--- src/bgd_pkg.sv ---
// ----------------------------------------------------------------------------
// bgd_pkg: grade 2 braille word decoder shared definitions
// Expansion tables, word descriptor layout and lookup helpers.
// ----------------------------------------------------------------------------
package bgd_pkg;

   localparam int BGD_QUEUE_DEPTH = 4;
   localparam int MAX_CHARS       = 9;

   localparam logic [5:0] SIGN_CAPITAL = 6'h20;
   localparam logic [5:0] SIGN_NUMBER  = 6'h3C;

   // expansion kinds
   localparam logic [2:0] KIND_WORD   = 3'd0;
   localparam logic [2:0] KIND_STRONG = 3'd1;
   localparam logic [2:0] KIND_LOWER  = 3'd2;
   localparam logic [2:0] KIND_LETTER = 3'd3;
   localparam logic [2:0] KIND_DIGIT  = 3'd4;
   localparam logic [2:0] KIND_PUNCT  = 3'd5;

   localparam logic [5:0] ALPHA_PAT [26] = '{
      6'h01, 6'h03, 6'h09, 6'h19, 6'h11, 6'h0B, 6'h1B, 6'h13, 6'h0A, 6'h1A,
      6'h05, 6'h07, 6'h0D, 6'h1D, 6'h15, 6'h0F, 6'h1F, 6'h17, 6'h0E, 6'h1E,
      6'h25, 6'h27, 6'h3A, 6'h2D, 6'h3D, 6'h35
   };

   // text is right-justified: char k of a len-char string sits at 8*(len-1-k)
   typedef struct packed {
      logic        hit;
      logic [3:0]  len;
      logic [71:0] text;
   } text_type;

   typedef struct packed {
      logic       hit;
      logic [4:0] idx;
   } alpha_type;

   // one queued word to expand
   typedef struct packed {
      logic [2:0] kind;
      logic [5:0] pat;
      logic       upper;
      logic [3:0] len;
   } desc_type;

   function automatic text_type mk(input logic [71:0] s, input logic [3:0] n);
      text_type r;
      r.hit  = 1'b1;
      r.len  = n;
      r.text = s;
      return r;
   endfunction

   function automatic text_type word_lookup(input logic [5:0] p);
      text_type r;
      r = '0;
      unique case (p)
         6'h03: r = mk("but", 4'd3);
         6'h09: r = mk("can", 4'd3);
         6'h19: r = mk("do", 4'd2);
         6'h11: r = mk("every", 4'd5);
         6'h0B: r = mk("from", 4'd4);
         6'h1B: r = mk("go", 4'd2);
         6'h13: r = mk("have", 4'd4);
         6'h1A: r = mk("just", 4'd4);
         6'h05: r = mk("knowledge", 4'd9);
         6'h07: r = mk("like", 4'd4);
         6'h0D: r = mk("more", 4'd4);
         6'h1D: r = mk("not", 4'd3);
         6'h0F: r = mk("people", 4'd6);
         6'h1F: r = mk("quite", 4'd5);
         6'h17: r = mk("rather", 4'd6);
         6'h0E: r = mk("so", 4'd2);
         6'h1E: r = mk("that", 4'd4);
         6'h25: r = mk("us", 4'd2);
         6'h27: r = mk("very", 4'd4);
         6'h3A: r = mk("will", 4'd4);
         6'h2D: r = mk("it", 4'd2);
         6'h3D: r = mk("you", 4'd3);
         6'h35: r = mk("as", 4'd2);
         6'h21: r = mk("child", 4'd5);
         6'h29: r = mk("shall", 4'd5);
         6'h39: r = mk("this", 4'd4);
         6'h31: r = mk("which", 4'd5);
         6'h33: r = mk("out", 4'd3);
         6'h0C: r = mk("still", 4'd5);
         6'h2E: r = mk("the", 4'd3);
         6'h2F: r = mk("and", 4'd3);
         6'h3F: r = mk("for", 4'd3);
         6'h37: r = mk("of", 4'd2);
         6'h3E: r = mk("with", 4'd4);
         default: r = '0;
      endcase
      return r;
   endfunction

   function automatic text_type strong_lookup(input logic [5:0] p);
      text_type r;
      r = '0;
      unique case (p)
         6'h21: r = mk("ch", 4'd2);
         6'h23: r = mk("gh", 4'd2);
         6'h29: r = mk("sh", 4'd2);
         6'h39: r = mk("th", 4'd2);
         6'h31: r = mk("wh", 4'd2);
         6'h2B: r = mk("ed", 4'd2);
         6'h3B: r = mk("er", 4'd2);
         6'h33: r = mk("ou", 4'd2);
         6'h2A: r = mk("ow", 4'd2);
         6'h0C: r = mk("st", 4'd2);
         6'h2C: r = mk("ing", 4'd3);
         6'h1C: r = mk("ar", 4'd2);
         6'h2E: r = mk("the", 4'd3);
         6'h2F: r = mk("and", 4'd3);
         6'h3F: r = mk("for", 4'd3);
         6'h37: r = mk("of", 4'd2);
         6'h3E: r = mk("with", 4'd4);
         default: r = '0;
      endcase
      return r;
   endfunction

   function automatic text_type lower_lookup(input logic [5:0] p);
      text_type r;
      r = '0;
      unique case (p)
         6'h06: r = mk("bb", 4'd2);
         6'h12: r = mk("cc", 4'd2);
         6'h36: r = mk("gg", 4'd2);
         6'h22: r = mk("en", 4'd2);
         6'h14: r = mk("in", 4'd2);
         6'h02: r = mk("ea", 4'd2);
         6'h16: r = mk("ff", 4'd2);
         default: r = '0;
      endcase
      return r;
   endfunction

   function automatic text_type punct_lookup(input logic [5:0] p);
      text_type r;
      r = '0;
      unique case (p)
         6'h02: r = mk(",", 4'd1);
         6'h06: r = mk(";", 4'd1);
         6'h12: r = mk(":", 4'd1);
         6'h16: r = mk("!", 4'd1);
         6'h34: r = mk(".", 4'd1);
         6'h26: r = mk("?", 4'd1);
         6'h0C: r = mk("/", 4'd1);
         default: r = '0;
      endcase
      return r;
   endfunction

   function automatic alpha_type alpha_lookup(input logic [5:0] p);
      alpha_type r;
      r = '0;
      for (int i = 0; i < 26; i++) begin
         if (ALPHA_PAT[i] == p) begin
            r.hit = 1'b1;
            r.idx = 5'(i);
         end
      end
      return r;
   endfunction

   // full text of a queued word, used by the back end
   function automatic text_type expansion_text(input logic [2:0] kind,
                                               input logic [5:0] pat);
      text_type  r;
      alpha_type a;
      r = '0;
      a = alpha_lookup(pat);
      unique case (kind)
         KIND_WORD:   r = word_lookup(pat);
         KIND_STRONG: r = strong_lookup(pat);
         KIND_LOWER:  r = lower_lookup(pat);
         KIND_PUNCT:  r = punct_lookup(pat);
         KIND_LETTER: begin
            r.hit       = 1'b1;
            r.len       = 4'd1;
            r.text[6:0] = 7'h61 + 7'(a.idx);
         end
         KIND_DIGIT: begin
            r.hit       = 1'b1;
            r.len       = 4'd1;
            r.text[6:0] = (a.idx == 5'd9) ? 7'h30 : 7'h31 + 7'(a.idx);
         end
         default: r = '0;
      endcase
      return r;
   endfunction

endpackage

--- src/bgd_queue.sv ---
// ----------------------------------------------------------------------------
// bgd_queue: descriptor queue
// Small FIFO between the classifier and the character emitter.
// ----------------------------------------------------------------------------
module bgd_queue #(
   parameter int DEPTH = bgd_pkg::BGD_QUEUE_DEPTH
) (
   input  logic              clock,
   input  logic              reset,
   input  logic              push,
   input  bgd_pkg::desc_type push_data,
   input  logic              pop,
   output bgd_pkg::desc_type head,
   output logic              full,
   output logic              not_empty
);
   import bgd_pkg::*;

   localparam int PTR_W = (DEPTH > 1) ? $clog2(DEPTH) : 1;
   localparam int CNT_W = $clog2(DEPTH + 1);

   desc_type           entry_ff [DEPTH];
   logic [PTR_W-1:0]   wr_ptr_ff, wr_ptr_in;
   logic [PTR_W-1:0]   rd_ptr_ff, rd_ptr_in;
   logic [CNT_W-1:0]   count_ff, count_in;
   logic               do_push, do_pop;

   assign full      = (count_ff == CNT_W'(DEPTH));
   assign not_empty = (count_ff != '0);
   assign head      = entry_ff[rd_ptr_ff];
   assign do_push   = push && !full;
   assign do_pop    = pop && not_empty;

   always_comb begin
      wr_ptr_in = wr_ptr_ff;
      rd_ptr_in = rd_ptr_ff;
      count_in  = count_ff;
      if (do_push) begin
         wr_ptr_in = (wr_ptr_ff == PTR_W'(DEPTH - 1)) ? '0 : wr_ptr_ff + 1'b1;
      end
      if (do_pop) begin
         rd_ptr_in = (rd_ptr_ff == PTR_W'(DEPTH - 1)) ? '0 : rd_ptr_ff + 1'b1;
      end
      if (do_push && !do_pop) begin
         count_in = count_ff + 1'b1;
      end else if (do_pop && !do_push) begin
         count_in = count_ff - 1'b1;
      end
   end

   always_ff @(posedge clock) begin
      if (reset) begin
         wr_ptr_ff <= '0;
         rd_ptr_ff <= '0;
         count_ff  <= '0;
      end else begin
         wr_ptr_ff <= wr_ptr_in;
         rd_ptr_ff <= rd_ptr_in;
         count_ff  <= count_in;
      end
   end

   always_ff @(posedge clock) begin
      if (do_push) begin
         entry_ff[wr_ptr_ff] <= push_data;
      end
   end

endmodule

--- config.mk ---
export PLATFORM = sky130hd
export DESIGN_NAME = bgd_queue
export DESIGN_NICKNAME = d
export VERILOG_FILES = /design/src/bgd_pkg.sv /design/src/bgd_queue.sv
export SDC_FILE = /design/constraint.sdc
export NUM_CORES = 1
export LEC_CHECK = 0
export BUFFER_PORTS_ARGS = -buffer_cell sky130_fd_sc_hd__clkbuf_2
export CORE_MARGIN = 1
export CORE_UTILIZATION = 60
export CTS_CLUSTER_DIAMETER = 80
export DETAILED_ROUTE_END_ITERATION = 6
export GPL_ROUTABILITY_DRIVEN = 1
export PLACE_DENSITY = 0.83
export SYNTH_ARGS = -nofsm -noshare
export SYNTH_HDL_FRONTEND = slang
export SYNTH_SLANG_ARGS = --single-unit
--- constraint.sdc ---
create_clock -name clock -period 5.9 [get_ports clock]
set_input_delay 0.295 -clock clock [delete_from_list [all_inputs] [get_ports clock]]
set_output_delay 0.295 -clock clock [all_outputs]
set_load 0.01 [all_outputs]
==> results of run 1 <==
## how the worst max path moves through the flow
stage | startpoint | endpoint | slack, ns | cells past startpoint
global route | count_ff[0] | count_ff[2] | 3.35 | 9
detailed placement | count_ff[0] | count_ff[2] | 3.55 | 9
CTS | count_ff[0] | count_ff[2] | 3.48 | 9
floorplan | count_ff[0] | count_ff[2] | 3.82 | 10
global placement | count_ff[0] | count_ff[2] | 3.74 | 9
finish | count_ff[0] | count_ff[2] | 3.48 | 9
## synthesized netlist by cell type
| library cell | count | area (sq um) |
|---|---|---|
| fa_1 | 1 | 20.02 |
| or3b_1 | 1 | 8.760 |
| mux2i_1 | 2 | 20.02 |
| nor2_2 | 1 | 6.260 |
| dfxtp_1 | 9 | 180.2 |
| and3_1 | 4 | 25.02 |
| inv_1 | 3 | 11.26 |
| a21oi_1 | 3 | 15.01 |
| xor2_1 | 2 | 17.52 |
| buf_6 | 2 | 22.52 |
| ha_1 | 6 | 75.07 |
| nand3_1 | 2 | 10.01 |
| o21ai_1 | 1 | 5.000 |
| nor3_1 | 1 | 5.000 |
| bufinv_8 | 1 | 17.52 |
| clkbuf_1 | 1 | 3.750 |
| buf_2 | 2 | 10.01 |
| clkinv_4 | 1 | 8.760 |
| edfxtp_1 | 56 | 1682 |
| nor2_1 | 3 | 11.26 |
| nand2_1 | 1 | 3.750 |
| o31ai_2 | 2 | 25.02 |
| mux4_2 | 14 | 315.3 |
| or3_1 | 3 | 18.77 |
| o21ai_0 | 1 | 5.000 |
## stage by stage
step	cells	worst slack [ns]	hold WS (ns)	total power, W
after floorplan	123	3.820	0.3939	0.0007908
after global placement	201	3.738	0.4722	0.0008560
after detailed placement	201	3.547	0.5142	0.0008758
after CTS	217	3.476	0.1698	0.001222
after global routing	217	3.346	0.1652	0.001268
final	217	3.483	0.1813	0.001211
## metal layers
layer	up-vias	global-route usage [%]	part of all wire [%]
li1	568	-	-
met1	604	23.16	41
met2	38	34.97	53
met3	9	7.192	3.7
met4	0	10.64	2.4
met5	-	0	0
## registers in the layout (all words and copies together) (netlist names), named ones only
name and flops:
count_ff 3, entry_ff 56, rd_ptr_ff 2, wr_ptr_ff 2
## worst max-delay path: cells and delay by family (launching register included)
family	cells	cell delay, ns
adders and majority gates	2	0.60
and+or+nand+nor	3	0.76
DFF	1	0.45
AOI/OAI and AO/OA	1	0.17
buffers and inverters	2	0.17
xor gates and xnor gates	1	0.18
## area by class of cell
class / instances / area, sq um
flip-flops and latches: 65 / 1862
well taps: 50 / 62.56
clock buffers: 12 / 135.1
multi-input cells: 48 / 586.8
clock inverters: 4 / 43.79
repair buffers: 33 / 165.2
inverters: 5 / 37.54
fillers: 248 / 1136
## cells by family (layout without fill, tap and decap cells)
family                     Yosys count  after routing
and+or+nand+nor                     16             16
buffers and inverters               10             54
AOI/OAI and AO/OA                    7              7
muxes                               16             16
DFF                                 65             65
xor gates and xnor gates             2              2
adders and majority gates            7              7
## where the power goes
group	leakage, nW	internal [W]	switching, W
registers	0.587	0.000559	0.0000486
clock network	0.0918	0.000193	0.000153
logic	0.375	0.000133	0.000126
==> results.tsv, run 1 <==
metric	value	unit
status	completed	
crit path kind	flip-flop to flip-flop	
Clock Sinks	65	
Yosys reg bits	65	
Worst EP arrival	2.67	ns
final critical-path share of the clock period	40.96	%
Leak	1.054	nW
Cell Area, Placed	2714	sq um
nets	187	
Final GP Congestion	0.7109	
vias in the first global route	1247	
WP data required	6.16	ns
Antenna Nets Post-Route	0	
compound-cell area share of the yosys netlist	1.984	%
mean post-synth cell area	20.51	sq um
DR pass1 iterations	4	
CP Max Fanout	7	
commonest non-fill, non-tap cell in the layout	edfxtp_1	
clock root cell	clkbuf_8	
Min-Delay Path Depth	1	
Post-Synth Simple-Gate Area	3.522	%
setup tns final	0	ns
RSZ-0062 raised after global routing	no	
Initial Utilization	62.61	%
count of unique library cells instantiated by Yosys	25	
Worst path max stage delay	0.45	ns
Hold Path Class	primary input to flip-flop	
WHS Endpoint	entry_ff[1][6]	
worst-skew pair later-pin latency	0.33	ns
Adder-Cell Fraction of Synth Area	3.770	%
Fmax	413.8	MHz
RR Endpoint	count_ff[2]	
Max Cap Violations	0	
R2R setup slack	3.48	ns
core footprint	4029	sq um
Pwr Density	418.8	nW/um^2
Synth Cell Area	2522	sq um
Hold Fails Final Rpt	0	
hpwl dp	2.503	mm
Critical Path Sink Type	flip-flop	
final setup violation count	0	
Final Cell Area	2893	sq um
Synth Net Count	148	
worst slew pin tran	0.9278	ns
DRT Wirelength	3.999	mm
first-pass GRT wire length	6.003	mm
Synth Area in XOR/XNOR	0.6944	%
I/O pins	34	
RR Startpoint	count_ff[0]	
r2r worst-path depth	9	
htree depth	3	
Placement Rows	23	
most frequent cells in the layout	edfxtp_1, clkbuf_2, mux4_2	
Die Y	66.84	um
Port-buffer cells	33	
Iter 0 DRT Violations	136	
CP cell instances	or3b_1 > clkinv_4 > nor2_2 > ha_1 > inv_1 > fa_1 > xor2_1 > or3_1 > a21oi_1	
clock-pin slew on the worst setup and hold paths	0.07	ns
max_slew headroom	38.06	%
Syn Inst Count	123	
largest net degree at the start of global routing	15	
Num CTS Buffers	9	
mux contribution to synthesized area	13.29	%
layout cell share with drive strength beyond 1	38.32	%
hold_sp	push_data[6]	
CTS tree	yes	
CP Launch Type	flip-flop	
Post-CTS Repair Setup Buffers	0	
DR WL/cell	18.43	um
register area share after synthesis	73.81	%
diode count	0	
slowest stage cell, crit path	dfxtp_1	
GRT overflow	0	
DRC Markers	0	
largest family of logic cells by synthesized area	multiplexers	
# resized after CTS	0	
initial antenna violation count	0	
Via Count	1219	
All-Layer GR Usage	20.77	%
Slew Viols, Final	0	
Via density	5.618	
Post-Route Skew	0.005045	ns
Ys Warns	0	
Max Buffers Root-to-Sink	2	
Total Die Area	4468	sq um
area growth from synthesis to layout	14.68	%
Final Critical Period	2.417	ns
die width	66.84	um
worst vdd ir	290.2	uV
Util after Layout	71.80	%
# hold bufs at CTS	0	
(Power assumes the default switching activity.)
==> run 2: changes to the inputs <==
--- a/config.mk
+++ b/config.mk
@@ -7,11 +7,11 @@
 export LEC_CHECK = 0
 export BUFFER_PORTS_ARGS = -buffer_cell sky130_fd_sc_hd__clkbuf_2
 export CORE_MARGIN = 1
-export CORE_UTILIZATION = 60
+export CORE_UTILIZATION = 56
 export CTS_CLUSTER_DIAMETER = 80
 export DETAILED_ROUTE_END_ITERATION = 6
 export GPL_ROUTABILITY_DRIVEN = 1
-export PLACE_DENSITY = 0.83
+export PLACE_DENSITY = 0.78
 export SYNTH_ARGS = -nofsm -noshare
 export SYNTH_HDL_FRONTEND = slang
 export SYNTH_SLANG_ARGS = --single-unit
==> constraint.sdc (replaced) <==
create_clock -name clock -period 2.5 [get_ports clock]
set_input_delay 0.125 -clock clock [delete_from_list [all_inputs] [get_ports clock]]
set_output_delay 0.125 -clock clock [all_outputs]
set_load 0.01 [all_outputs]
==> run 2 against run 1 <==
Sequential power rose by 130%. Clock skew hardly changed. Sequential cell count did not move. Combinational power increased to 2.6 times the previous value. Utilization shrank 4.5 points. Final area grew 1.3%. Highest routed layer unchanged. Via count increased by 0.66%. Worst hold slack worse by 0.17 ns.
==> results.tsv, run 2 (synthesis results as in run 1) <==
metric	value	unit	change
placed cell count	208		+3.5%
core footprint	4354	sq um	+8.1%
Max Buffers Root-to-Sink	2		unchanged
layout cell share with drive strength beyond 1	39.66	%	+1.3 points
Antenna Nets Post-Route	0		unchanged
Die Y	69.12	um	+3.4%
Pwr Density	939.8	nW/um^2	+120%
Cell Area, Placed	2754	sq um	+1.5%
DR WL/cell	17.37	um	-5.7%
All-Layer GR Usage	18.84	%	-1.9 points
CP Launch Type	flip-flop		
GRT overflow	0		unchanged
r2r worst-path depth	9		unchanged
Final Critical Period	2.214	ns	-0.2025 ns
multi-input combinational cell area	589.3	sq um	+0.43%
max_slew headroom	53.02	%	+15 points
Min-Delay Path Depth	1		unchanged
I/O pins	34		unchanged
dpl ws	0.1892	ns	-3.358 ns
Worst Slack Setup Final	0.2860	ns	-3.198 ns
CTS tree	yes		
Post-CTS Repair Setup Buffers	0		unchanged
Worst EP arrival	2.47	ns	-0.20 ns
Fmax	451.7	MHz	+9.1%
clock-pin slew on the worst setup and hold paths	0.07	ns	about the same
Iter 0 DRT Violations	96		-29%
worst-skew pair later-pin latency	0.33	ns	about the same
final setup violation count	0		unchanged
Critical Path Sink Type	flip-flop		
Hold Fails Final Rpt	0		unchanged
Worst path max stage delay	0.45	ns	about the same
final cell count without fillers	226		+4.1%
vias in the first global route	1356		+8.7%
Via Count	1227		+0.66%
Num CTS Buffers	9		unchanged
Hold Path Class	primary input to flip-flop		
Top reg by flops	entry_ff		
first-pass GRT wire length	6.513	mm	+8.5%
initial antenna violation count	0		unchanged
Placement Rows	24		+4.3%
hpwl dp	2.556	mm	+2.1%
Largest regs	entry_ff: 56 flops, count_ff: 3 flops		
worst slew pin tran	0.7037	ns	-0.2241 ns
Initial Utilization	57.93	%	-4.7 points
most frequent cells in the layout	edfxtp_1, clkbuf_2, mux4_2		
slowest stage cell, crit path	dfxtp_1		
setup tns final	0	ns	unchanged
Final GP Congestion	0.7456		+4.9%
CP Max Fanout	7		unchanged
Clock Sinks	65		unchanged
Slew Viols, Final	0		unchanged
worst vdd ir	568.2	uV	+96%
Final Cell Area	2929	sq um	+1.3%
Port-buffer cells	33		unchanged
Leak	1.079	nW	+2.4%
crit path kind	flip-flop to flip-flop		
CP cell instances	or3b_4 > clkinv_4 > nor2_2 > ha_1 > inv_1 > fa_1 > xor2_1 > or3_1 > a21oi_1		
nets	194		+3.7%
Total Die Area	4777	sq um	+6.9%
Post-Route Skew	0.005324	ns	+0.0002793 ns
DR pass1 iterations	4		unchanged
commonest non-fill, non-tap cell in the layout	edfxtp_1		
die width	69.12	um	+3.4%
Max Cap Violations	0		unchanged
status	completed		
Largest register FFs	56		unchanged
RSZ-0062 raised after global routing	no		
DRC Markers	0		unchanged
largest net degree at the start of global routing	15		unchanged
Via density	5.429		-3.4%
WP data required	2.76	ns	-3.40 ns
DRT Wirelength	3.926	mm	-1.8%
Reg area	1862	sq um	unchanged
Fillers	267		+7.7%
htree depth	3		unchanged
area growth from synthesis to layout	16.12	%	
final critical-path share of the clock period	88.56	%	+48 points
clock root cell	clkbuf_8		
diode count	0		unchanged
==> run 2: critical path: cells and delay by family, from the launching register on <==
kind,cells,cell delay (ns)
simple gates,3,0.67
fa+ha+maj,2,0.57
flops,1,0.45
xor+xnor,1,0.18
compound gates,1,0.15
buf+inv,2,0.12
==> run 2: what timing repair did <==
item                                   in CTS  in global routing
hold buffers                                2                  0
gates resized for setup                     0                  1
endpoints found under the hold margin       5                  0
setup endpoints to repair                   0                  1
==> run 2: final cells by class <==
type | instances | share of cell area, %
timing repair buffer | 40 | 7.604
clock inverter | 6 | 0.8543
tap | 52 | 2.221
sequential | 65 | 63.56
clock buffer | 10 | 4.357
inverter | 5 | 1.282
multi-input combinational | 48 | 20.12
==> run 2: stage by stage <==
stage               hold WS (ns)  util, %  power, W
global placement          0.3380    63.25  0.002043
finish                   0.01552    67.27  0.002753
global route            0.003236    67.27  0.002898
floorplan                 0.2239        -  0.001866
detailed placement        0.3481    63.25  0.002080
CTS                     0.001191    67.21  0.002780
==> run 2: path summary, 6_finish.rpt <==
| check | startpoint | endpoint | slack, ns |
|---|---|---|---|
| hold reg to reg | rd_ptr_ff[0] | rd_ptr_ff[0] | 0.51 |
| hold / removal | push_data[2] | entry_ff[3][2] | 0.02 |
| setup / recovery | count_ff[0] | count_ff[2] | 0.29 |
| setup reg to reg | count_ff[0] | count_ff[2] | 0.29 |
==> run 2: routing by layer <==
layer | up-vias | share of wire [%] | global-route usage [%]
li1 | 585 | - | -
met1 | 606 | 43 | 22.14
met2 | 32 | 51 | 29.99
met3 | 4 | 4.8 | 8.041
met4 | 0 | 0.92 | 8.844
met5 | - | 0 | 0
==> run 2: power breakdown <==
part	internal, W	switching [W]	total, W
Clock	0.000342	0.000357	0.000700
Sequential	0.00132	0.0000730	0.00139
Combinational	0.000332	0.000331	0.000662
Total	0.00199	0.000761	0.00275
==> run 3: changes to the inputs <==
--- a/config.mk
+++ b/config.mk
@@ -6,6 +6,7 @@
 export NUM_CORES = 1
 export LEC_CHECK = 0
 export BUFFER_PORTS_ARGS = -buffer_cell sky130_fd_sc_hd__clkbuf_2
+export CORE_ASPECT_RATIO = 1.2
 export CORE_MARGIN = 1
 export CORE_UTILIZATION = 56
 export CTS_CLUSTER_DIAMETER = 80
==> constraint.sdc (replaced) <==
create_clock -name clock -period 2.5 [get_ports clock]
set_input_delay 0.5 -clock clock [delete_from_list [all_inputs] [get_ports clock]]
set_output_delay 0.5 -clock clock [all_outputs]
set_load 0.01 [all_outputs]
==> run 3 against run 2 <==
First-iteration DRC count decreased by 29%. Final area increased by 1.7%. Clock skew is 0.0012 ns higher. Fmax down 4.2%. Final cell count increased by 1.3%. Worst hold slack improved by 0.38 ns. Routed wire length grew 6.2%. Sequential share of layout area is 1.1 points lower. Via count rose by 3.0%. Global-route usage increased by 0.74 points. Power up 7.0%. Register-to-register slack got worse by 0.097 ns. Critical path type unchanged.
==> results.tsv, run 3 (synthesis results as in run 1) <==
metric	value	unit	change
status	completed		
first-pass GRT wire length	6.417	mm	-1.5%
CP Launch Type	flip-flop		
Pwr Density	988.8	nW/um^2	+5.2%
core footprint	4294	sq um	-1.4%
htree depth	3		unchanged
CTS tree	yes		
Slew Viols, Final	0		unchanged
final setup violation count	0		unchanged
slowest stage cell, crit path	dfxtp_1		
cell family with most CP delay	simple AND/OR/NAND/NOR gates		
dpl ws	0.1817	ns	-0.007518 ns
largest net degree at the start of global routing	15		unchanged
Die Y	75.52	um	+9.3%
Top reg by flops	entry_ff		
worst-skew pair later-pin latency	0.32	ns	about the same
met2 wire length	2.400	mm	+20%
Post-Route Skew	0.006565	ns	+0.001241 ns
GRT overflow	0		unchanged
Fin Hold WS	0.3955	ns	+0.3800 ns
RSZ-0062 raised after global routing	no		
Fmax	432.8	MHz	-4.2%
final critical-path share of the clock period	92.43	%	+3.9 points
Via Count	1264		+3.0%
All-Layer GR Usage	19.57	%	+0.74 points
Max Buffers Root-to-Sink	2		unchanged
# hold bufs at CTS	0		-2
Via density	5.520		+1.7%
Worst Slack Setup Final	0.1892	ns	-0.09671 ns
Placement Rows	26		+8.3%
most frequent cells in the layout	edfxtp_1, clkbuf_2, mux4_2		
Final GP Congestion	0.7789		+4.5%
Initial Utilization	58.74	%	+0.81 points
I/O pins	34		unchanged
initial antenna violation count	0		unchanged
Largest register FFs	56		unchanged
Port-buffer cells	33		unchanged
Critical Path Sink Type	flip-flop		
# resized after CTS	0		unchanged
DRT Wirelength	4.168	mm	+6.2%
vias in the first global route	1347		-0.66%
die width	63.27	um	-8.5%
diode count	0		unchanged
Iter 0 DRT Violations	68		-29%
nets	193		-0.52%
Clock Sinks	65		unchanged
setup tns final	0	ns	unchanged
Cell Area, Placed	2779	sq um	+0.91%
Num CTS Buffers	9		unchanged
Hold Path Class	primary input to flip-flop		
commonest non-fill, non-tap cell in the layout	edfxtp_1		
Antenna Nets Post-Route	0		unchanged
Util after Layout	69.38	%	+2.1 points
Leak	1.095	nW	+1.4%
Post-CTS Repair Setup Buffers	0		unchanged
Final Cell Area	2979	sq um	+1.7%
Hold Fails Final Rpt	0		unchanged
Worst Path Buf+Inv	2		unchanged
top sig layer	met4		
DR WL/cell	18.20	um	+4.8%
worst slew pin tran	0.3771	ns	-0.3266 ns
met1 WL	1.494	mm	-12%
hpwl dp	2.817	mm	+10%
Final Critical Period	2.311	ns	+0.09671 ns
DR pass1 iterations	4		unchanged
DRC Markers	0		unchanged
Worst EP arrival	2.56	ns	+0.09 ns
CP Max Fanout	7		unchanged
worst vdd ir	529.5	uV	-6.8%
Max Cap Violations	0		unchanged
clock root cell	clkbuf_8		
max_slew headroom	74.83	%	+22 points
Worst path max stage delay	0.44	ns	about the same
Largest regs	entry_ff: 56 flops, count_ff: 3 flops		
layout cell share with drive strength beyond 1	41.04	%	+1.4 points
metal3 WL	241	um	+28%
crit path kind	flip-flop to flip-flop		
WP data required	2.75	ns	about the same
clock-pin slew on the worst setup and hold paths	0.06	ns	about the same
Total Die Area	4778	sq um	about the same
area growth from synthesis to layout	18.11	%	
CP cell instances	or3b_1 > clkinv_4 > nor2_2 > ha_1 > inv_1 > fa_1 > xor2_1 > or3_1 > a21oi_1		
==> run 3: cell type report <==
type                    instances  area [sq um]
clock inverters                 2         37.54
flip-flops and latches         65          1862
inverters                       5         37.54
multi-input cells              48         586.8
repair buffers                 39         222.7
well taps                      56         70.07
fillers                       304          1315
clock buffers                  14         162.7
==> run 3: final timing paths <==
path	start	to	slack, ns	cells past startpoint
setup reg to reg	count_ff[0]	count_ff[2]	0.19	9
hold reg to reg	rd_ptr_ff[0]	flip-flop	0.52	2
hold / removal	push_data[12]	entry_ff[0][12]	0.40	1
setup / recovery	count_ff[0]	count_ff[2]	0.19	9
==> run 3: metal layers <==
metal	up-vias	global-route usage, %
met5	-	0
met4	0	7.576
met3	4	7.485
met2	37	36.80
met1	642	19.87
li1	581	-
==> run 3: where the power goes <==
part,internal (W),switching [W],total (W)
logic,0.000347,0.000333,0.000680
clock network,0.000517,0.000350,0.000866
registers,0.00132,0.0000808,0.00140
total,0.00218,0.000764,0.00295
==> run 3: per-stage QoR <==
step | power, W | cells
3_3_place_gp | 0.002060 | 213
4_1_cts | 0.002983 | 229
3_5_place_dp | 0.002110 | 213
5_1_grt | 0.003079 | 229
2_1_floorplan | 0.001866 | 123
6_report | 0.002946 | 229
